$ cat config.mk
export PLATFORM = sky130hd
export DESIGN_NAME = bplus_packet_deframer_core
export DESIGN_NICKNAME = d
export VERILOG_FILES = /design/src/bpd_pkg.sv /design/src/bpd_check.sv /design/src/bpd_step.sv /design/src/bplus_packet_deframer_core.sv
export SDC_FILE = /design/constraint.sdc
export NUM_CORES = 1
export LEC_CHECK = 0
export BUFFER_PORTS_ARGS = -buffer_cell sky130_fd_sc_hd__clkbuf_2
export CORE_ASPECT_RATIO = 1.4
export CORE_MARGIN = 2
export CORE_UTILIZATION = 65
export DETAILED_ROUTE_END_ITERATION = 10
export HOLD_SLACK_MARGIN = 0.1
export PLACE_DENSITY = 0.85
export SLEW_MARGIN = 30
export SYNTH_ARGS = -nofsm -noshare
export SYNTH_HDL_FRONTEND = slang
export SYNTH_SLANG_ARGS = --single-unit
$ cat constraint.sdc
create_clock -name i_clk -period 5.2 [get_ports i_clk]
set_input_delay 0.52 -clock i_clk [delete_from_list [all_inputs] [get_ports i_clk]]
set_output_delay 0.52 -clock i_clk [all_outputs]
set_load 0.05 [all_outputs]
$ cat src/bpd_pkg.sv
// Shared types, codes and constants of the B-Plus packet deframer.
package bpd_pkg;

    localparam int unsigned COUNT_W = 12;
    localparam logic [COUNT_W-1:0] MAX_BODY = 12'd2066;

    localparam logic [7:0] CHR_ETX   = 8'h03;
    localparam logic [7:0] CHR_ENQ   = 8'h05;
    localparam logic [7:0] CHR_DLE   = 8'h10;
    localparam logic [7:0] CHR_NAK   = 8'h15;
    localparam logic [7:0] CHR_SEMI  = 8'h3B;
    localparam logic [7:0] CHR_B     = 8'h42;
    localparam logic [7:0] CHR_PLUS  = 8'h2B;
    localparam logic [7:0] CHR_ZERO  = 8'h30;
    localparam logic [7:0] CHR_NINE  = 8'h39;
    localparam logic [15:0] CRC_SEED = 16'hFFFF;
    localparam logic [15:0] CRC_POLY = 16'h1021;

    typedef enum logic [1:0] {
        FR_GET_DLE   = 2'd0,
        FR_DLE_SEEN  = 2'd1,
        FR_GET_DATA  = 2'd2,
        FR_GET_CHECK = 2'd3
    } t_frame;

    typedef enum logic [3:0] {
        EV_NONE     = 4'd0,
        EV_DATA     = 4'd1,
        EV_STRAY    = 4'd2,
        EV_ENQ_ACK  = 4'd3,
        EV_IDLE_ENQ = 4'd4,
        EV_NAK      = 4'd5,
        EV_ACK_RX   = 4'd6,
        EV_GOOD     = 4'd7,
        EV_BAD_CHK  = 4'd8,
        EV_BAD_SEQ  = 4'd9
    } t_event;

    typedef struct packed {
        t_frame               frame_state;
        logic                 quote_pending;
        logic [COUNT_W-1:0]   body_count;
        logic [7:0]           seq_byte;
        logic [7:0]           type_byte;
        logic [15:0]          check_calc;
        logic [15:0]          check_recv;
        logic [1:0]           check_left;
        logic [3:0]           packet_number;
    } t_state;

    typedef struct packed {
        t_event     event_res;
        logic [7:0] data_byte;
        logic [3:0] digit;
        logic       ack_needed;
    } t_result;

endpackage

$ cat src/bpd_check.sv
// Running check update for one byte: end-around-carry checksum or CRC-16.
module bpd_check (
    input  logic        i_mode,
    input  logic [15:0] i_calc,
    input  logic [7:0]  i_byte,
    output logic [15:0] o_calc
);

    logic [15:0] sum_shift;
    logic [8:0]  sum_fold;
    logic [8:0]  sum_add;
    logic [7:0]  sum_res;
    logic [15:0] crc;

    always_comb begin
        // Checksum: rotate-like shift with end-around carry, then add with carry.
        sum_shift = {i_calc[14:0], 1'b0};
        if (sum_shift[15:8] != 8'd0) begin
            sum_fold = {1'b0, sum_shift[7:0]} + 9'd1;
        end else begin
            sum_fold = {1'b0, sum_shift[7:0]};
        end
        sum_add = sum_fold + {1'b0, i_byte};
        if (sum_add[8]) begin
            sum_res = sum_add[7:0] + 8'd1;
        end else begin
            sum_res = sum_add[7:0];
        end

        // CRC-16, MSB first, one bit per step over the byte.
        crc = i_calc ^ {i_byte, 8'd0};
        for (int i = 0; i < 8; i++) begin
            if (crc[15]) begin
                crc = {crc[14:0], 1'b0} ^ bpd_pkg::CRC_POLY;
            end else begin
                crc = {crc[14:0], 1'b0};
            end
        end

        o_calc = i_mode ? crc : {8'd0, sum_res};
    end

endmodule

$ cat src/bpd_step.sv
// Next-state and result logic of the deframer for one received byte.
module bpd_step (
    input  logic              i_check_mode,
    input  logic [7:0]        i_byte,
    input  bpd_pkg::t_state   i_state,
    output bpd_pkg::t_state   o_state,
    output bpd_pkg::t_result  o_result
);

    logic [7:0]  byte_dq;
    logic [7:0]  fold_in;
    logic [15:0] fold_out;
    logic [15:0] recv_next;
    logic [1:0]  left_next;
    logic [3:0]  pnum_next;
    logic [7:0]  seq_expect;

    function automatic logic [7:0] unquote(input logic [7:0] b);
        logic [7:0] r;
        if (b[7:5] == 3'b010) begin
            r = b - 8'h40;
        end else if (b[7:5] == 3'b011) begin
            r = b + 8'h20;
        end else begin
            r = b;
        end
        return r;
    endfunction

    assign byte_dq = i_state.quote_pending ? unquote(i_byte) : i_byte;
    // The ETX closing the body enters the check raw.
    assign fold_in = (i_byte == bpd_pkg::CHR_ETX) ? i_byte : byte_dq;

    bpd_check u_check (
        .i_mode (i_check_mode),
        .i_calc (i_state.check_calc),
        .i_byte (fold_in),
        .o_calc (fold_out)
    );

    assign recv_next  = {i_state.check_recv[7:0], byte_dq};
    assign left_next  = (i_state.check_left != 2'd0) ? i_state.check_left - 2'd1 : 2'd0;
    assign pnum_next  = (i_state.packet_number == 4'd9) ? 4'd0 : i_state.packet_number + 4'd1;
    assign seq_expect = {4'd0, pnum_next} + bpd_pkg::CHR_ZERO;

    always_comb begin
        o_state  = i_state;
        o_result = '{event_res: bpd_pkg::EV_NONE, data_byte: 8'd0, digit: 4'd0,
                     ack_needed: 1'b0};

        unique case (i_state.frame_state)
            bpd_pkg::FR_GET_DLE: begin
                if (i_byte == bpd_pkg::CHR_ETX) begin
                    o_result.event_res = bpd_pkg::EV_STRAY;
                end else if (i_byte == bpd_pkg::CHR_ENQ) begin
                    o_result.event_res = bpd_pkg::EV_IDLE_ENQ;
                    o_result.digit     = i_state.packet_number;
                end else if (i_byte == bpd_pkg::CHR_DLE) begin
                    o_state.frame_state = bpd_pkg::FR_DLE_SEEN;
                end else if (i_byte == bpd_pkg::CHR_NAK) begin
                    o_result.event_res = bpd_pkg::EV_NAK;
                end
            end
            bpd_pkg::FR_DLE_SEEN: begin
                if (i_byte == bpd_pkg::CHR_ENQ) begin
                    o_result.event_res  = bpd_pkg::EV_ENQ_ACK;
                    o_result.digit      = i_state.packet_number;
                    o_state.frame_state = bpd_pkg::FR_GET_DLE;
                end else if (i_byte == bpd_pkg::CHR_SEMI) begin
                    o_state.frame_state = bpd_pkg::FR_GET_DLE;
                end else if (i_byte == bpd_pkg::CHR_B) begin
                    o_state.body_count    = '0;
                    o_state.quote_pending = 1'b0;
                    o_state.frame_state   = bpd_pkg::FR_GET_DATA;
                    if (i_check_mode) begin
                        o_state.check_calc = bpd_pkg::CRC_SEED;
                        o_state.check_left = 2'd2;
                    end else begin
                        o_state.check_calc = 16'd0;
                        o_state.check_left = 2'd1;
                    end
                end else if (i_byte >= bpd_pkg::CHR_ZERO && i_byte <= bpd_pkg::CHR_NINE) begin
                    o_result.event_res  = bpd_pkg::EV_ACK_RX;
                    o_result.digit      = i_byte[3:0];
                    o_state.frame_state = bpd_pkg::FR_GET_DLE;
                end
            end
            bpd_pkg::FR_GET_DATA: begin
                if (i_byte == bpd_pkg::CHR_ETX) begin
                    o_state.check_calc    = fold_out;
                    o_state.quote_pending = 1'b0;
                    o_state.check_recv    = 16'd0;
                    o_state.frame_state   = bpd_pkg::FR_GET_CHECK;
                end else if (i_byte == bpd_pkg::CHR_ENQ) begin
                    o_result.event_res  = bpd_pkg::EV_ENQ_ACK;
                    o_result.digit      = i_state.packet_number;
                    o_state.frame_state = bpd_pkg::FR_GET_DLE;
                end else if (i_byte == bpd_pkg::CHR_DLE) begin
                    o_state.quote_pending = 1'b1;
                end else begin
                    o_state.quote_pending = 1'b0;
                    if (i_state.body_count < bpd_pkg::MAX_BODY) begin
                        o_state.check_calc = fold_out;
                        if (i_state.body_count == '0) begin
                            o_state.seq_byte = byte_dq;
                        end else if (i_state.body_count == 12'd1) begin
                            o_state.type_byte = byte_dq;
                        end
                        o_state.body_count = i_state.body_count + 12'd1;
                        o_result.event_res = bpd_pkg::EV_DATA;
                        o_result.data_byte = byte_dq;
                    end
                end
            end
            bpd_pkg::FR_GET_CHECK: begin
                if (i_byte == bpd_pkg::CHR_DLE) begin
                    o_state.quote_pending = 1'b1;
                end else begin
                    o_state.quote_pending = 1'b0;
                    o_state.check_recv    = recv_next;
                    o_state.check_left    = left_next;
                    if (left_next == 2'd0) begin
                        o_state.frame_state = bpd_pkg::FR_GET_DLE;
                        if (recv_next != i_state.check_calc) begin
                            o_result.event_res = bpd_pkg::EV_BAD_CHK;
                        end else if (seq_expect != i_state.seq_byte) begin
                            o_result.event_res = bpd_pkg::EV_BAD_SEQ;
                        end else begin
                            o_state.packet_number = pnum_next;
                            o_result.event_res    = bpd_pkg::EV_GOOD;
                            o_result.data_byte    = i_state.type_byte;
                            o_result.digit        = pnum_next;
                            o_result.ack_needed   = (i_state.type_byte != bpd_pkg::CHR_PLUS);
                        end
                    end
                end
            end
            default: begin
                o_state = i_state;
            end
        endcase
    end

endmodule

$ cat src/bplus_packet_deframer_core.sv
// Top level of the B-Plus packet deframer: handshakes, registers and checks.
//
// The deframer takes one raw link byte per request on the slave stream and
// gives exactly one result per byte on the master stream, in order. A byte
// is first captured in an input register; once the result register is free,
// the frame state, the running check and the result are computed from it
// and the result is registered. Throughput is one byte per clock whenever
// the master side keeps taking results; a stalled result holds the byte
// behind it in the input register, and the slave side stalls only while
// both registers are full. The longest path is the unrolled eight-step
// CRC-16 byte update feeding the check register. Bytes outside a packet
// report control events (stray ETX, ENQ, NAK, DLE-digit acknowledge, DLE
// ENQ); DLE B opens a packet, whose dequoted body bytes are streamed out
// as data events. After ETX and the one or two check bytes, a good,
// bad-check or bad-sequence event closes the packet. The check_mode
// register selects the 8-bit end-around-carry checksum (0) or CRC-16 (1);
// write it only while no byte is in flight. The number of check bytes is
// fixed when a packet opens.
module bplus_packet_deframer_core (
    input  logic        i_clk,
    input  logic        i_rst_n,
    // Configuration write channel.
    input  logic        i_cfg_valid,
    output logic        o_cfg_ready,
    input  logic        i_cfg_data,     // [0] check_mode
    // Received byte stream.
    input  logic        s_axis_tvalid,
    output logic        s_axis_tready,
    input  logic [7:0]  s_axis_tdata,   // [7:0] rx_byte
    // Result stream.
    output logic        m_axis_tvalid,
    input  logic        m_axis_tready,
    output logic [15:0] m_axis_tdata,   // [7:0] data_byte, [11:8] digit,
                                        // [12] ack_needed, [15:13] zero
    output logic [3:0]  m_axis_tuser    // [3:0] event_res
);

    logic              r_check_mode;
    logic              r_in_valid;
    logic [7:0]        r_in_byte;
    bpd_pkg::t_state   r_state;
    logic              r_out_valid;
    bpd_pkg::t_result  r_out;

    logic              n_in_valid;
    logic              n_out_valid;
    bpd_pkg::t_state   n_state;
    bpd_pkg::t_result  n_out;

    logic              out_free;
    logic              advance;
    logic              in_take;

    // The result register is free when empty or being drained this cycle.
    assign out_free = !r_out_valid || m_axis_tready;
    // The captured byte is processed once its result has somewhere to go.
    assign advance  = r_in_valid && out_free;
    // The input register accepts a new byte when empty or emptying now.
    assign s_axis_tready = !r_in_valid || out_free;
    assign in_take       = s_axis_tvalid && s_axis_tready;

    assign o_cfg_ready = 1'b1;

    bpd_step u_step (
        .i_check_mode (r_check_mode),
        .i_byte       (r_in_byte),
        .i_state      (r_state),
        .o_state      (n_state),
        .o_result     (n_out)
    );

    assign n_in_valid  = in_take ? 1'b1 : (advance ? 1'b0 : r_in_valid);
    assign n_out_valid = advance ? 1'b1 : (m_axis_tready ? 1'b0 : r_out_valid);

    always_ff @(posedge i_clk) begin
        if (!i_rst_n) begin
            r_check_mode <= 1'b0;
            r_in_valid   <= 1'b0;
            r_out_valid  <= 1'b0;
            r_state      <= '{frame_state: bpd_pkg::FR_GET_DLE, default: '0};
        end else begin
            r_in_valid  <= n_in_valid;
            r_out_valid <= n_out_valid;
            if (i_cfg_valid && o_cfg_ready) begin
                r_check_mode <= i_cfg_data;
            end
            if (advance) begin
                r_state <= n_state;
            end
        end
    end

    // Payload registers carry no reset.
    always_ff @(posedge i_clk) begin
        if (in_take) begin
            r_in_byte <= s_axis_tdata;
        end
        if (advance) begin
            r_out <= n_out;
        end
    end

    assign m_axis_tvalid = r_out_valid;
    assign m_axis_tdata  = {3'd0, r_out.ack_needed, r_out.digit, r_out.data_byte};
    assign m_axis_tuser  = r_out.event_res;

    // The packet number counts modulo ten.
    a_pnum_range: assert property (@(posedge i_clk) disable iff (!i_rst_n)
        r_state.packet_number <= 4'd9)
        else $error("packet number left the range 0 to 9");

    // While check bytes are expected, at least one is still outstanding.
    a_check_left: assert property (@(posedge i_clk) disable iff (!i_rst_n)
        r_state.frame_state == bpd_pkg::FR_GET_CHECK |-> r_state.check_left != 2'd0)
        else $error("check byte count exhausted inside the check phase");

    // Only data and good-packet results carry a byte.
    a_data_zero: assert property (@(posedge i_clk) disable iff (!i_rst_n)
        (r_out_valid && r_out.event_res != bpd_pkg::EV_DATA
         && r_out.event_res != bpd_pkg::EV_GOOD) |-> r_out.data_byte == 8'd0)
        else $error("data byte set on a control result");

    // A good packet asks for an acknowledge exactly when its type is not '+'.
    a_ack_rule: assert property (@(posedge i_clk) disable iff (!i_rst_n)
        (r_out_valid && r_out.event_res == bpd_pkg::EV_GOOD)
        |-> r_out.ack_needed == (r_out.data_byte != bpd_pkg::CHR_PLUS))
        else $error("acknowledge request disagrees with packet type");

    // Each processed byte yields a result in the next cycle.
    a_one_result: assert property (@(posedge i_clk) disable iff (!i_rst_n)
        advance |=> r_out_valid)
        else $error("processed byte produced no result");

endmodule
==> results by stage <==
Placed design:
- The placement-stage worst setup slack is 1190 ps.
- The count of buffers inserted at the top-level ports is 32.
- The final HPWL from detailed placement is about 11000 um.
- Routability-driven placement finished with a final weighted congestion of between 0.9 and 1.

Worst setup path:
- In this run the critical register-to-register path is launched from r_in_byte[5]$_DFFE_PP_.
- The flop-to-flop setup slack is between 1000 and 1500 ps.
- The arrival time of the worst setup path is between 4000 and 5000 ps.
- The critical path starts at r_in_byte[5]$_DFFE_PP_.
- The capturing point of the worst reg2reg path is r_state[28]$_SDFFE_PN0P_.
- The kind of end point of the critical path is a flip-flop.
- The most critical setup path has its endpoint at r_state[28]$_SDFFE_PN0P_.
- Walking the worst path, the cells encountered are inv_1, ha_1, a21oi_1, o21ai_0, nand2_1, nand2_1, o21ai_0, ha_1, or2_2, a21oi_1, a31oi_1, nand3_1, o311a_1, a211o_1, o22ai_1.
- For the worst setup path, the data required time is 5480 ps.
- The worst-path maximum fanout is 11.
- The library cell contributing the largest single delay on the critical path is sky130_fd_sc_hd__edfxtp_1.
- The worst setup path is of the reg -> reg kind.
- STA classifies the critical path startpoint as a flip-flop.
- The highest cell delay on the worst timing path is approximately 640 ps.
- The worst register-to-register path has a depth of 15.

Route:
- The remaining number of nets flagged by the antenna check after routing is 0.
- The first-pass detailed-route iteration total is 5.
- The total detailed-routing wirelength is between 15000 and 20000 um.
- The number of DRC violations after detailed-routing iteration 0 is 420.
- Using the TritonRoute via totals, the vias-per-cell ratio works out to between 6 and 7.
- After detailed routing, the average wire length per cell comes to 19.9 um.
- The detailed router placed 5091 vias in this run.
- The post-route DRC violation count is 0.

Global routing:
- For this run, the total global-route usage over all layers was measured as 0.353.
- For this run the aggregate overflow at the end of global routing stands at 0.
- The initial antenna violation count is 0.
- The first global-routing pass estimated about 25000 um of wire.
- The largest net degree at the start of global routing is 39.
- The number of global-route vias before repair is ~5000.

Yosys:
- The number of synthesized flops with an enable pin is 25.
- The proportion of synthesized flip-flops having asynchronous set or reset is 0.
- The total of warnings raised by yosys is 0.
- Each instance of the synthesized netlist takes up on average 8.66 um^2.
- The instance count of the mapped netlist is about 640.
- The count of distinct cell types in the synthesized netlist is 78.
- Synthesis inferred 89 register bits.
- The mapped netlist covers roughly 5600 um^2.
- For this run, the leading register cell type out of synthesis is sky130_fd_sc_hd__dfxtp_1.
- For this run, the register share of the synthesized area comes to 0.364.

Die:
- During I/O placement, the number of pins put on the boundary was 37.
- The die outline width is 82.3 um.
- The placeable core area is 8460 um^2.
- The die is approximately 110 um tall.
- The floorplan die area is just over 9000 um^2.
- The number of placement rows is 40.
- For this configuration, the core starts out at a cell density of 0.660.

Timing:
- The total count of hold-check failures in the final report is 0.
- Derived from the worst setup path, the maximum achievable clock frequency is roughly 240 MHz.
- Across the routed clock network, the largest skew measured is ~12 ps.
- The final setup violation count is 0.
- The final setup slack of the worst path is between 1000 and 1500 ps.
- Setup repair after global routing left no endpoint under its margin.
- Dividing the final minimum period by the clock period gives 0.800.
- Counting I/O delays and the setup requirement, the final critical path takes approximately 4200 ps.
- The count of pins over their slew limit is 0.
- At the pin with the least slew margin, the transition time is 923 ps.
- For the final routed database, the setup TNS stands at 0 ps.
- Measured against its own limit, the worst slew margin works out to 0.383.

Worst hold path:
- The path type of the worst min-delay path is in -> reg.

Final layout:
- Leaving out fill and tap cells, the most frequent cell in the layout is sky130_fd_sc_hd__nor2_1.
- The library cells used most frequently in the layout, excluding fill and tap cells, are sky130_fd_sc_hd__nor2_1 (76), sky130_fd_sc_hd__dfxtp_1 (64), sky130_fd_sc_hd__a21oi_1 (52).
- 0 antenna diodes ended up in the layout.
- The net count of the finished layout is 698.
- The fraction of layout instances using a drive strength above 1 is 0.110.
- The area growth from synthesis to layout is 8.12%.
- After filler insertion, the fill cell instance count of the layout stands at between 600 and 700.

Clocking:
- The longest clock path from root to sink contains 2 buffers.
- The depth of the CTS H-tree is 3.
- Post-CTS timing repair inserted 0 buffers for setup.
- TritonCTS built the clock tree.
- The count of hold buffers inserted by post-cts repair is 0.
- The root buffer cell is sky130_fd_sc_hd__clkbuf_16.
- In this run, CTS created clock tree buffers numbering 9.
- The tree built by TritonCTS fans out to 89 sinks.
- The clock latency on the worst-skew pair is between 300 and 400 ps.
- After clock tree synthesis, the clock-pin slew on the worst setup and hold paths is ~70 ps.
- The number of gates resized after CTS is 0.

Power and ir drop:
- The worst IR drop on VDD is 0.194 mV.
- For this design the static power due to leakage is 2.40 nW.
- The power density over cell area is approximately 250 nW/um^2.

Flow run:
- The tool flagged a number of max-cap violations equal to 0.

Run status:
- The run finished with clean final reports.
critical path: cells and delay by family (launching register included):
kind / cells / cell delay [ps]
and+or+nand+nor: 4 / 760
buffers and inverters: 1 / 160
adders and majority gates: 2 / 660
AOI/OAI and AO/OA: 8 / 1870
DFF: 1 / 640
how the worst min path moves through the flow:
stage / from / end / slack, ps / cells past startpoint
after global placement: r_state[50]$_SDFFE_PN0P_ / r_state[50]$_SDFFE_PN0P_ / 470 / 2
after detailed placement: r_state[53]$_SDFFE_PN0P_ / r_state[53]$_SDFFE_PN0P_ / 480 / 2
after floorplan: r_state[50]$_SDFFE_PN0P_ / r_state[50]$_SDFFE_PN0P_ / 450 / 2
after CTS: s_axis_tdata[5] / r_in_byte[5]$_DFFE_PP_ / 350 / 1
final: s_axis_tdata[0] / r_in_byte[0]$_DFFE_PP_ / 340 / 1
after global routing: s_axis_tdata[2] / r_in_byte[2]$_DFFE_PP_ / 340 / 1
final cells by class:
| cell class | count | area (um^2) | share of cell area |
|---|---|---|---|
| clock buffer | 11 | 243 | 0.0402 |
| clock inverter | 5 | 30.0 | 0.00498 |
| inverter | 29 | 109 | 0.0180 |
| multi-input combinational | 496 | 3300 | 0.547 |
| sequential | 89 | 2030 | 0.337 |
| tap | 105 | 131 | 0.0218 |
| timing repair buffer | 36 | 188 | 0.0311 |
cell families after synthesis:
family / count (synthesis) / share of synthesized area
xor gates and xnor gates: 60 / 0.0976
other: 2 / 0.00135
buffers and inverters: 61 / 0.0471
muxes: 16 / 0.0287
AOI/OAI and AO/OA: 159 / 0.190
DFF: 89 / 0.364
and+or+nand+nor: 234 / 0.218
adders and majority gates: 23 / 0.0529
power breakdown:
group	total, W	switching (W)	internal (W)
Clock	0.000616	0.000279	0.000337
Sequential	0.000742	0.0000197	0.000722
Combinational	0.000132	0.0000909	0.0000412
metrics by stage:
step                      hold slack [ps]  cell area, um^2   util  instances  total power, W
final                                 342             6030  0.713        771         0.00149
after global routing                  345             6030  0.713        771         0.00153
after CTS                             348             6020  0.712        770         0.00148
after detailed placement              476             5750  0.680        754        0.000886
after global placement                469             5740  0.679        753        0.000882
after floorplan                       454             5590      -        646        0.000853
registers in the layout (all words and copies together) (netlist names):
signal         flops
r_in_byte          8
r_in_valid         1
m_axis_tdata      13
r_state           61
r_check_mode       1
m_axis_tuser       4
m_axis_tvalid      1
cell usage after synthesis, drive strengths merged (5+ instances only):
master	number	area share
nor2	77	0.052
dfxtp	64	0.23
a21oi	52	0.047
nand2	44	0.030
o21ai	32	0.029
xor2	32	0.050
inv	28	0.019
xnor2	28	0.047
edfxtp	25	0.13
clkbuf	22	0.015
ha	22	0.049
nand4	18	0.020
mux2i	16	0.029
nand3	16	0.014
nor3	15	0.014
nor4	14	0.018
buf	10	0.013
a31oi	9	0.011
a211oi	8	0.012
nand2b	8	0.0090
and3	7	0.0078
nor2b	7	0.0078
a21o	5	0.0067
a22o	5	0.0081
per-layer routing:
metal,track usage,vias to the layer above,share of wire
met2,0.561,265,0.48
met1,0.402,2370,0.37
li1,-,2365,-
met3,0.0688,91,0.066
met5,0,-,0
met4,0.280,0,0.078
Power figures use the tool's default switching activity.
